<file path="config.mk">
export PLATFORM = sky130hd
export DESIGN_NAME = trimmed_mean_proximity_lock
export DESIGN_NICKNAME = d
export VERILOG_FILES = /design/src/rtl/tmpl_pkg.sv /design/src/rtl/trimmed_mean_proximity_lock.sv /design/src/rtl/tmpl_cell.sv /design/src/rtl/tmpl_div.sv
export SDC_FILE = /design/constraint.sdc
export NUM_CORES = 1
export LEC_CHECK = 0
export ABC_AREA = 1
export BUFFER_PORTS_ARGS = -buffer_cell sky130_fd_sc_hd__buf_2
export CAP_MARGIN = 20
export CELL_PAD_IN_SITES_DETAIL_PLACEMENT = 1
export CELL_PAD_IN_SITES_GLOBAL_PLACEMENT = 1
export CORE_UTILIZATION = 30
export CTS_CLUSTER_DIAMETER = 120
export DETAILED_ROUTE_END_ITERATION = 8
export PLACE_DENSITY_LB_ADDON = 0.08
export SLEW_MARGIN = 20
export SYNTH_ARGS = -nofsm -noshare
export SYNTH_HDL_FRONTEND = slang
export SYNTH_SLANG_ARGS = --single-unit
</file>
<file path="constraint.sdc">
create_clock -name clk_i -period 13.33 [get_ports clk_i]
set_clock_uncertainty 0.2 [all_clocks]
set_input_delay 1.9995 -clock clk_i [delete_from_list [all_inputs] [get_ports clk_i]]
set_output_delay 1.9995 -clock clk_i [all_outputs]
set_load 0.01 [all_outputs]
</file>
<file path="src/rtl/tmpl_pkg.sv">
// Shared types and constants for the trimmed-mean proximity lock.
// Used by tmpl_cell, tmpl_div and trimmed_mean_proximity_lock; depends on nothing.
package tmpl_pkg;

  localparam int DATA_W = 16;
  localparam int LOST_W = 4;
  localparam int CFG_IDX_W = 2;

  localparam int WINDOW_DEFAULT = 20;
  // Two largest and two smallest entries are dropped from the window.
  localparam int TRIM_COUNT = 4;

  localparam logic [DATA_W-1:0] RESET_LAST_VALID = 16'd5000;
  localparam logic [DATA_W-1:0] RESET_UNLOCK_THR = 16'd300;
  localparam logic [DATA_W-1:0] RESET_LOCK_THR = 16'd1000;
  localparam logic [DATA_W-1:0] RESET_HOLD_DIST = 16'd800;
  localparam logic [LOST_W-1:0] RESET_LOST_LIMIT = 4'd6;

  typedef enum logic [1:0] {
    CMD_NONE  = 2'd0,
    CMD_OPEN  = 2'd1,
    CMD_CLOSE = 2'd2
  } servo_cmd_e;

  typedef enum logic [CFG_IDX_W-1:0] {
    CFG_UNLOCK_THR = 2'd0,
    CFG_LOCK_THR   = 2'd1,
    CFG_HOLD_DIST  = 2'd2,
    CFG_LOST_LIMIT = 2'd3
  } cfg_idx_e;

endpackage

</file>
<file path="src/rtl/trimmed_mean_proximity_lock.sv">
// Top level of the trimmed-mean proximity lock: window cell chain, running
// statistics, lock decision and stream ports. Depends on tmpl_pkg, tmpl_cell, tmpl_div.
//
//   channel   direction  handshake                      payload
//   s_axis    in         s_axis_tvalid / s_axis_tready  raw_distance
//   m_axis    out        m_axis_tvalid / m_axis_tready  filtered_distance, servo_command,
//                                                       is_locked
//   cfg       in         cfg_we_i                       cfg_idx_i, cfg_data_i
//
// A non-zero sample with the window full takes the full path: the cell chain
// rotates once through the statistics accumulator, entry by entry,
// followed by the trim and the three-stage divider.
// Lost samples and samples before the window has filled go straight to the output.
// Reset needs no clearing pass; window cells are read only after all were written.
// A finished result waits in the output register; the next sample is taken
// meanwhile and completes once that result has been taken.
module trimmed_mean_proximity_lock
  import tmpl_pkg::*;
#(
  parameter int WINDOW = WINDOW_DEFAULT
) (
  input  logic                 clk_i,
  input  logic                 rst_ni,
  input  logic                 s_axis_tvalid,
  output logic                 s_axis_tready,
  input  logic [DATA_W-1:0]    s_axis_tdata,   // [15:0] raw_distance
  output logic                 m_axis_tvalid,
  input  logic                 m_axis_tready,
  output logic [23:0]          m_axis_tdata,   // [15:0] filtered_distance,
                                               // [17:16] servo_command, [18] is_locked
  input  logic                 cfg_we_i,
  input  logic [CFG_IDX_W-1:0] cfg_idx_i,
  input  logic [DATA_W-1:0]    cfg_data_i
);

  localparam int CNT_W = $clog2(WINDOW);
  localparam int SUM_W = DATA_W + $clog2(WINDOW);
  localparam int OUT_PAD = 24 - DATA_W - 3;
  localparam logic [CNT_W-1:0] LAST_IDX = CNT_W'(WINDOW - 1);

  typedef enum logic [2:0] {
    ST_IDLE,
    ST_ROTATE,
    ST_TRIM,
    ST_DIV,
    ST_DONE
  } state_e;

  state_e state_q;

  // configuration
  logic [DATA_W-1:0] unlock_thr_q, lock_thr_q, hold_dist_q;
  logic [LOST_W-1:0] lost_limit_q;

  // control state
  logic [CNT_W-1:0]  wr_idx_q;
  logic [CNT_W-1:0]  cnt_q;
  logic              ring_full_q;
  logic [LOST_W-1:0] lost_q;
  logic [DATA_W-1:0] last_valid_q;
  logic              locked_q;
  logic              raw_zero_q;

  // payload
  logic [DATA_W-1:0] dist_q;
  logic [SUM_W-1:0]  sum_q;
  logic [DATA_W-1:0] hi1_q, hi2_q, lo1_q, lo2_q;

  logic              in_acc;
  logic              raw_zero;
  logic              full_next;
  logic              out_free;
  logic              load;
  logic              rotate;
  logic [DATA_W-1:0] cell_data [WINDOW];
  logic [DATA_W-1:0] tail;
  logic [SUM_W-1:0]  trim_num;
  logic              div_valid;
  logic [DATA_W-1:0] div_quot;

  logic [DATA_W-1:0] hi1_d, hi2_d, lo1_d, lo2_d;

  logic [LOST_W-1:0] dec_lost;
  logic [DATA_W-1:0] dec_last;
  logic [DATA_W-1:0] dec_dist;
  logic              dec_locked;
  servo_cmd_e        dec_cmd;

  assign s_axis_tready = (state_q == ST_IDLE);
  assign in_acc    = s_axis_tvalid && s_axis_tready;
  assign raw_zero  = (s_axis_tdata == '0);
  assign full_next = ring_full_q || (wr_idx_q == LAST_IDX);
  assign out_free  = !m_axis_tvalid || m_axis_tready;
  assign load      = in_acc && !raw_zero;
  assign rotate    = (state_q == ST_ROTATE);
  assign tail      = cell_data[WINDOW-1];

  // Window chain: new samples push in at the head, the oldest drops out the
  // tail; a rotation feeds the tail back to the head.
  for (genvar g = 0; g < WINDOW; g++) begin : g_cell
    logic [DATA_W-1:0] cell_in;
    if (g == 0) begin : g_head
      assign cell_in = load ? s_axis_tdata : tail;
    end else begin : g_link
      assign cell_in = cell_data[g-1];
    end
    tmpl_cell u_cell (
      .clk_i      (clk_i),
      .shift_en_i (load || rotate),
      .data_i     (cell_in),
      .data_o     (cell_data[g])
    );
  end

  // Running two largest and two smallest, counted with multiplicity.
  always_comb begin
    hi1_d = hi1_q;
    hi2_d = hi2_q;
    lo1_d = lo1_q;
    lo2_d = lo2_q;
    if (tail > hi1_q) begin
      hi2_d = hi1_q;
      hi1_d = tail;
    end else if (tail > hi2_q) begin
      hi2_d = tail;
    end
    if (tail < lo1_q) begin
      lo2_d = lo1_q;
      lo1_d = tail;
    end else if (tail < lo2_q) begin
      lo2_d = tail;
    end
  end

  assign trim_num = sum_q - SUM_W'(hi1_q) - SUM_W'(hi2_q) - SUM_W'(lo1_q) - SUM_W'(lo2_q);

  tmpl_div #(
    .NUM_W   (SUM_W),
    .DIVISOR (WINDOW - TRIM_COUNT)
  ) u_div (
    .clk_i   (clk_i),
    .rst_ni  (rst_ni),
    .valid_i (state_q == ST_TRIM),
    .num_i   (trim_num),
    .valid_o (div_valid),
    .quot_o  (div_quot)
  );

  // Lock decision for the finished sample.
  always_comb begin
    logic [LOST_W:0] lost_inc;
    lost_inc   = (LOST_W+1)'(lost_q) + (LOST_W+1)'(1);
    dec_lost   = lost_q;
    dec_last   = last_valid_q;
    dec_dist   = dist_q;
    dec_locked = locked_q;
    dec_cmd    = CMD_NONE;
    if (raw_zero_q) begin
      if (!locked_q && (last_valid_q < hold_dist_q)) begin
        dec_lost = '0;
        dec_dist = last_valid_q;
      end else begin
        dec_dist = '0;
        if (lost_inc >= {1'b0, lost_limit_q}) begin
          if (!locked_q) begin
            dec_cmd    = CMD_CLOSE;
            dec_locked = 1'b1;
          end
          dec_lost = lost_limit_q;
        end else begin
          dec_lost = lost_inc[LOST_W-1:0];
        end
      end
    end else begin
      dec_lost = '0;
      dec_last = dist_q;
    end
    if (dec_dist != '0) begin
      if ((dec_dist <= unlock_thr_q) && dec_locked) begin
        dec_cmd    = CMD_OPEN;
        dec_locked = 1'b0;
      end else if ((dec_dist > lock_thr_q) && !dec_locked) begin
        dec_cmd    = CMD_CLOSE;
        dec_locked = 1'b1;
      end
    end
  end

  always_ff @(posedge clk_i or negedge rst_ni) begin
    if (!rst_ni) begin
      unlock_thr_q <= RESET_UNLOCK_THR;
      lock_thr_q   <= RESET_LOCK_THR;
      hold_dist_q  <= RESET_HOLD_DIST;
      lost_limit_q <= RESET_LOST_LIMIT;
    end else if (cfg_we_i) begin
      unique case (cfg_idx_e'(cfg_idx_i))
        CFG_UNLOCK_THR: unlock_thr_q <= cfg_data_i;
        CFG_LOCK_THR:   lock_thr_q   <= cfg_data_i;
        CFG_HOLD_DIST:  hold_dist_q  <= cfg_data_i;
        CFG_LOST_LIMIT: lost_limit_q <= cfg_data_i[LOST_W-1:0];
        default: ;
      endcase
    end
  end

  always_ff @(posedge clk_i or negedge rst_ni) begin
    if (!rst_ni) begin
      state_q       <= ST_IDLE;
      wr_idx_q      <= '0;
      cnt_q         <= '0;
      ring_full_q   <= 1'b0;
      lost_q        <= '0;
      last_valid_q  <= RESET_LAST_VALID;
      locked_q      <= 1'b1;
      raw_zero_q    <= 1'b0;
      m_axis_tvalid <= 1'b0;
      m_axis_tdata  <= '0;
    end else begin
      // Drop the taken result unless a new one goes out this cycle
      if (m_axis_tready && !((state_q == ST_DONE) && out_free)) begin
        m_axis_tvalid <= 1'b0;
      end
      unique case (state_q)
        ST_IDLE: begin
          if (in_acc) begin
            raw_zero_q <= raw_zero;
            cnt_q      <= '0;
            if (raw_zero) begin
              state_q <= ST_DONE;
            end else begin
              wr_idx_q    <= (wr_idx_q == LAST_IDX) ? '0 : wr_idx_q + CNT_W'(1);
              ring_full_q <= full_next;
              state_q     <= full_next ? ST_ROTATE : ST_DONE;
            end
          end
        end
        ST_ROTATE: begin
          cnt_q <= cnt_q + CNT_W'(1);
          if (cnt_q == LAST_IDX) begin
            state_q <= ST_TRIM;
          end
        end
        ST_TRIM: begin
          state_q <= ST_DIV;
        end
        ST_DIV: begin
          if (div_valid) begin
            state_q <= ST_DONE;
          end
        end
        ST_DONE: begin
          if (out_free) begin
            lost_q        <= dec_lost;
            last_valid_q  <= dec_last;
            locked_q      <= dec_locked;
            m_axis_tvalid <= 1'b1;
            m_axis_tdata  <= {OUT_PAD'(0), dec_locked, dec_cmd, dec_dist};
            state_q       <= ST_IDLE;
          end
        end
        default: state_q <= ST_IDLE;
      endcase
    end
  end

  always_ff @(posedge clk_i) begin
    if (in_acc) begin
      dist_q <= s_axis_tdata;
      sum_q  <= '0;
      hi1_q  <= '0;
      hi2_q  <= '0;
      lo1_q  <= '1;
      lo2_q  <= '1;
    end else if (rotate) begin
      sum_q <= sum_q + SUM_W'(tail);
      hi1_q <= hi1_d;
      hi2_q <= hi2_d;
      lo1_q <= lo1_d;
      lo2_q <= lo2_d;
    end else if ((state_q == ST_DIV) && div_valid) begin
      dist_q <= div_quot;
    end
  end

  // One sample in flight: the port closes right after a transaction.
  assert property (@(posedge clk_i) disable iff (!rst_ni)
    in_acc |=> !s_axis_tready)
    else $error("input taken while a sample is in flight");

  assert property (@(posedge clk_i) disable iff (!rst_ni)
    div_valid |-> (state_q == ST_DIV))
    else $error("divider result outside the divide wait");

  assert property (@(posedge clk_i) disable iff (!rst_ni)
    (m_axis_tvalid && (m_axis_tdata[17:16] == CMD_OPEN)) |-> !m_axis_tdata[18])
    else $error("open command with lock still closed");

  assert property (@(posedge clk_i) disable iff (!rst_ni)
    (m_axis_tvalid && (m_axis_tdata[17:16] == CMD_CLOSE)) |-> m_axis_tdata[18])
    else $error("close command with lock left open");

endmodule

</file>
<file path="src/rtl/tmpl_cell.sv">
// One storage cell of the sample window chain.
// Loads its neighbor's value when the chain shifts; depends on tmpl_pkg.
module tmpl_cell
  import tmpl_pkg::*;
(
  input  logic              clk_i,
  input  logic              shift_en_i,
  input  logic [DATA_W-1:0] data_i,
  output logic [DATA_W-1:0] data_o
);

  logic [DATA_W-1:0] data_q;

  always_ff @(posedge clk_i) begin
    if (shift_en_i) begin
      data_q <= data_i;
    end
  end

  assign data_o = data_q;

endmodule

</file>
<file path="src/rtl/tmpl_div.sv">
// Three-stage pipelined division by a fixed divisor (reciprocal multiply,
// then one correction step). Depends on tmpl_pkg.
module tmpl_div
  import tmpl_pkg::*;
#(
  parameter int NUM_W   = 21,
  parameter int DIVISOR = 16
) (
  input  logic              clk_i,
  input  logic              rst_ni,
  input  logic              valid_i,
  input  logic [NUM_W-1:0]  num_i,
  output logic              valid_o,
  output logic [DATA_W-1:0] quot_o
);

  localparam int MW = NUM_W + 1;
  localparam int DW = $clog2(DIVISOR + 1);
  localparam longint unsigned RECIP_VAL = (64'd1 << NUM_W) / DIVISOR;
  localparam logic [MW-1:0] RECIP = MW'(RECIP_VAL);
  localparam logic [DW-1:0] DIV_C = DW'(DIVISOR);
  localparam logic [NUM_W-1:0] DIV_N = NUM_W'(DIVISOR);

  logic [NUM_W+MW-1:0] prod_q;
  logic [NUM_W-1:0]    num1_q, num2_q;
  logic [NUM_W-1:0]    q0_q;
  logic [NUM_W+DW-1:0] qd_q;
  logic [NUM_W-1:0]    q0_c;
  logic [NUM_W-1:0]    rem_c;
  logic [NUM_W-1:0]    quot_c;
  logic [DATA_W-1:0]   quot_q;
  logic                v1_q, v2_q, v3_q;

  // The estimate is low by at most one; the remainder tells which.
  assign q0_c   = prod_q[NUM_W +: NUM_W];
  assign rem_c  = num2_q - qd_q[NUM_W-1:0];
  assign quot_c = (rem_c >= DIV_N) ? q0_q + NUM_W'(1) : q0_q;

  always_ff @(posedge clk_i or negedge rst_ni) begin
    if (!rst_ni) begin
      v1_q <= 1'b0;
      v2_q <= 1'b0;
      v3_q <= 1'b0;
    end else begin
      v1_q <= valid_i;
      v2_q <= v1_q;
      v3_q <= v2_q;
    end
  end

  always_ff @(posedge clk_i) begin
    prod_q <= {{MW{1'b0}}, num_i} * {{NUM_W{1'b0}}, RECIP};
    num1_q <= num_i;
    q0_q   <= q0_c;
    qd_q   <= {{DW{1'b0}}, q0_c} * {{NUM_W{1'b0}}, DIV_C};
    num2_q <= num1_q;
    quot_q <= quot_c[DATA_W-1:0];
  end

  assign valid_o = v3_q;
  assign quot_o  = quot_q;

endmodule

</file>
Yosys cells after proc, flatten, opt, wreduce, memory -nomap -nowiden
Index checks and enable logic that the tools add are counted.
{"block": "word_totals", "regBits": 607, "inputBits": 39, "out_inout_bits": 26, "word_cells": 161}
{"block": "op_classes", "addsub": 10, "order_cmp": 9, "n_eq_ne": 14, "mux": 40, "bitwise": 2, "n_reduce_logical": 39}
{"operator": "two-way mux 16 bit", "count": 11}
{"operator": "subtractor 21 x 16 -> 21 bit", "count": 4}
{"operator": "> comparator 16 bit", "count": 3}
{"operator": "< comparator 16 bit", "count": 3}
{"operator": "AND reduction 2 bit", "count": 12}
{"operator": "adder 21 x 16 -> 21 bit", "count": 1}
{"operator": "greater-or-equal comparator 21 x 5 -> 1 bit, second input constant", "count": 1}
{"operator": "subtractor 21 bit", "count": 1}
{"operator": "two-way mux 3 bit", "count": 6}
{"operator": "adder 16 x 1 -> 16 bit, second input constant", "count": 1}
{"operator": "<= comparator 16 bit", "count": 1}
{"operator": "zero test 16 bit", "count": 1}
{"operator": "nonzero test 16 bit", "count": 1}
{"operator": "one-hot mux 3 bit (5 select lines)", "count": 1}
{"operator": "two-way mux 2 bit", "count": 7}
{"operator": "two-way mux 4 bit", "count": 3}
{"operator": "adder 5 x 1 -> 5 bit, second input constant", "count": 2}
{"operator": "== test 5 bit, second input constant", "count": 2}
{"operator": "two-way mux 5 bit", "count": 2}
{"operator": "one-hot mux 5 bit (2 select lines)", "count": 1}
{"operator": "two-way mux 1 bit", "count": 9}
{"operator": "logical AND 1 bit", "count": 8}
{"operator": "nonzero test 2 bit", "count": 4}
{"operator": "== test 3 x 2 -> 1 bit, second input constant", "count": 2}
{"operator": "other kinds (15)", "count": 27}

Depth between registers and ports, before layout
{"block": "depth", "word_depth": 10, "depth_mapped": 26, "ltp_nobuf": 25}

Modules after synthesis
Synthesis repeated with hierarchy kept, for this count alone.
{"block": "unflattened", "hier_cells": 2224, "area_unflattened_um2": 25295.5}
{"module": "trimmed_mean_proximity_lock", "instances": 1, "cells_each": 1853, "area_each_um2": 14650.3, "seq_area_each_um2": 4911.0}
{"module": "tmpl_cell", "instances": 20, "cells_each": 16, "area_each_um2": 480.5, "seq_area_each_um2": 480.5}
{"module": "tmpl_div", "instances": 1, "cells_each": 51, "area_each_um2": 1036.0, "seq_area_each_um2": 1036.0}

Worst setup path before layout
Ideal clock, no wire load.
{"block": "synth_timing", "path_kind": "in2reg", "from": "input s_axis_tdata[0]", "to": "register g_cell[0].u_cell.data_q[0] (enable)", "setup_time_ps": 2372, "arrival_time_ps": 8200, "required_ps": 10758, "setup_slack_ps": 2558, "path_stages": 6, "n_path_buf": 2, "path_cell_list": "nor4_1 -> nand4_1 -> nand2_1 -> buf_2 -> buf_1 -> nand2_1"}
{"block": "synth_via", "elab_chain_cells": 4}
{"item": "start: declaration", "line_no": "trimmed_mean_proximity_lock.sv:26", "text": "input logic [DATA_W-1:0] s_axis_tdata,"}
{"item": "zero test 16 bit", "line_no": "trimmed_mean_proximity_lock.sv:91", "text": "assign raw_zero = (s_axis_tdata == '0);"}
{"item": "zero test 1 bit", "line_no": "trimmed_mean_proximity_lock.sv:94", "text": "assign load = in_acc && !raw_zero;"}
{"item": "logical AND 1 bit", "line_no": "trimmed_mean_proximity_lock.sv:94"}
{"item": "logical OR 1 bit", "line_no": "trimmed_mean_proximity_lock.sv:109", "text": ".shift_en_i (load || rotate),"}
{"item": "via g_cell[0].u_cell.shift_en_i", "line_no": "tmpl_cell.sv:7", "text": "input logic shift_en_i,"}
{"item": "end signal: assignment", "line_no": "tmpl_cell.sv:16", "text": "data_q <= data_i;"}
{"item": "end: declaration", "line_no": "tmpl_cell.sv:12", "text": "logic [DATA_W-1:0] data_q;"}
The timed path passes the listed nets, and every way through them passes these cells.
A chain may end at the register's enable or synchronous reset.

Worst setup path after layout
{"block": "layout_timing", "from": "input s_axis_tdata[0]", "to": "register g_cell[12].u_cell.data_q[13] (enable)"}
{"block": "layout_via", "elab_chain_cells": 4}
{"item": "zero test 16 bit", "line_no": "trimmed_mean_proximity_lock.sv:91"}
{"item": "zero test 1 bit", "line_no": "trimmed_mean_proximity_lock.sv:94"}
{"item": "logical AND 1 bit", "line_no": "trimmed_mean_proximity_lock.sv:94"}
{"item": "logical OR 1 bit"}
{"item": "via g_cell[0].u_cell.shift_en_i", "line_no": "tmpl_cell.sv:7"}
{"item": "end signal: assignment", "line_no": "tmpl_cell.sv:16"}
{"item": "end: declaration", "line_no": "tmpl_cell.sv:12"}
The timed path passes the listed nets, and every way through them passes these cells.

==> results.md <==
- Status: finished, final reports clean
- CP Class: input port to register
- Post-synthesis mux area share: 0.676%
- Syn. warnings: 0
- Number of synthesized register bits: 579
- Final global-route overflow total: 0
- Max Slew Vio Count: 0
- First DRT Iteration DRCs: 701
- I/O pin total: 65
- Largest family of logic cells by synthesized area: adder cells
- Initial core utilization: 30.4%
- Critical path fanouts, max: 197
- Simple-Gate Fraction of Synth Area: 11.0%
- Num CTS Buffers: 70
- Area of the multi-input gates: 8270 sq um
- Vias/cell: 4.63
- Die area: 84500 sq um
- First-pass GRT wire length: 100000 microns
- Xor/xnor share of the synthesized area: 1.02%
- Area delta synth->final: 14.8%
- Core area: 82200 sq um
- Post-Syn Instances: 2151
- Share of layout cells above drive strength 1: 11.8%
- Part of the cycle the worst path needs: 35.6%
- # rows: 105
- Most frequent cells in the layout: nand2_1, edfxtp_1, inv_1, o21ai_0, ha_1
- Yosys cell types: 60
- Async SR Flop Fraction: 19.2%
- Synth Area in Adders: 11.4%
- RSZ-0062 raised after global routing: false
- Crit end category: register
- Vias post-DR: 15600
- Hpwl dp: 45100 microns
- # clock sinks: 579
- Synth Area per Inst: 11.6 sq um
- Rel. slew slack: 29.9%
- Hold bufs inserted after CTS: 0
- Overall routing resource usage: 15.6%
- Worst path required time: 13.31 ns
- Seq. cell area: 15500 sq um
- Post-synth top flop: edfxtp_1
- Worst slew pin tran: 1.05 ns
- Setup Buffers After CTS: 0
- DR WL/cell: 19.3 microns
- Worst Setup Slack post-DPL: 7.79 ns
- CTS resizes: 0
- Largest net degree at the start of global routing: 198
- Hold Vio Cnt, Final: 0
- Nets@finish: 2475
- CTS tree: yes
- Post-synth EDFFs: 336
- Crit path DAT: 4.73 ns
- IO Port Bufs: 59
- Synth Area in Compound Gates: 8.80%
- Final min period: 4.75 ns
- Core Util, Final: 34.9%
- Antenna diodes: 0
- Layout fillers: 8986
- Clock Tree Root: clkbuf_16
- CTS H-tree lvls: 3
- Clock-pin slew on the worst setup and hold paths: 0.06 ns
- Register area share after synthesis: 62.2%
- RD Place Congestion: 0.776
- Synth Cell Area: 25000 sq um
- Final worst slack: 8.58 ns
- Startpoint Class: input port
- Setup TNS: 0 ns
- Max Buffers Root-to-Sink: 3
- DRT Wirelength: 64800 microns
- Max Cap Viol: 0
- Worst skew pair latency: 0.61 ns
- Min-Delay Path Class: register to register
- Die Ht: 291 microns
- Max Fclk: 211 MHz
- Antenna-violating nets left: 0
- Vias in the first global route: 16500
- DR pass1 iterations: 6
- Die Width: 291 microns
- # setup viols final: 0
- Most common cell after layout, fill and taps aside: nand2_1
- Initial antenna violation count: 2
- # DRC: 0
[critical path, cell delays in order]
cell and delay [ns]:
buf_2 0.11, nor4_2 0.72, nand4_1 0.27, nand2_1 0.19
buf_4 0.27, nand2_4 0.46, buf_12 0.50
[cells by family after synthesis]
family | after synthesis
compound gates | 398
xor+xnor | 29
fa+ha+maj | 199
buf+inv | 303
flops | 579
mux | 15
other cells | 1
simple gates | 627
[worst paths after layout]
kind | start | end | depth (start not counted) | slack (ns)
worst min-delay path | u_div.num2_q[9]$_DFF_P_ | u_div.quot_o[5]$_DFF_P_ | 0 | 0.12
min in group asynchronous | rst_ni | u_div.v1_q$_DFF_PN0_ | 1 | 1.19
worst min register to register | u_div.num2_q[9]$_DFF_P_ | u_div.quot_o[5]$_DFF_P_ | 0 | 0.12
worst max register to register | hi1_q[11]$_SDFFE_PP0P_ | u_div.prod_q[36]$_DFF_P_ | 11 | 9.13
max in group asynchronous | rst_ni | m_axis_tdata[17]$_DFFE_PN0P_ | 2 | 10.59
worst max-delay path | s_axis_tdata[0] | g_cell[12].u_cell.data_o[13]$_DFFE_PP_ | 7 | 8.58
[cells in the mapped netlist (all sizes together) (2+ instances only)]
cell / instances / area, sq um
o221ai: 2 / 17.5
inv: 243 / 912
nand2: 447 / 1760
nand3b: 3 / 22.5
o21a: 3 / 22.5
o211ai: 23 / 173
fa: 49 / 981
nor4: 7 / 43.8
dfrtp: 90 / 2250
o22ai: 5 / 31.3
nor3: 11 / 55.1
dfxtp: 132 / 2640
a21boi: 2 / 18.8
clkbuf: 28 / 110
a21o: 6 / 45.0
nor2: 80 / 350
o21bai: 7 / 52.6
a31oi: 4 / 40.0
edfxtp: 336 / 10100
o31ai: 2 / 15.0
dfstp: 21 / 552
mux2: 15 / 169
xor2: 20 / 175
nand4: 33 / 259
nand3: 44 / 240
a21oi: 140 / 712
ha: 150 / 1880
o41ai: 2 / 17.5
a211oi: 4 / 30.0
o21ai: 192 / 972
xnor2: 9 / 78.8
buf: 31 / 208
o32ai: 2 / 17.5
[through the flow]
stage	hold WS, ns	cell area [sq um]	std cells
global route	0.136	28700	3365
CTS	0.124	28700	3365
detailed placement	0.113	26400	3235
finish	0.123	28700	3365
floorplan	0.110	25000	2155
global placement	0.110	26400	3235
[state kept, by name (all words and copies together) (netlist names), 3 cells and up]
name	count
wr_idx_q	5
sum_q	20
hi1_q	16
lost_limit_q	4
hi2_q	16
hold_dist_q	16
m_axis_tdata	19
lock_thr_q	16
lo1_q	16
lost_q	4
lo2_q	16
unlock_thr_q	16
g_cell.u_cell.data_o	320
dist_q	16
cnt_q	5
last_valid_q	16
state_q	3
u_div.prod_q	16
u_div.num2_q	16
u_div.quot_o	16
[cell type report]
cell class,instances,area share (%)
Sequential cell,579,54.2
Multi-Input combinational cell,1273,28.8
Timing Repair Buffer,69,1.36
Inverter,244,3.19
Tap cell,1070,4.67
Clock inverter,34,1.07
Clock buffer,96,6.70
[metal layers]
layer / share of wire [%] / GRT usage (%)
met1: 46 / 20.7
met2: 48 / 26.1
met3: 3.3 / 2.23
met4: 2.5 / 5.45
met5: 0 / 0
Power is left out: the tool's default activity adds up to more than one toggle a clock period on the data nets, which glitch-free logic cannot reach.
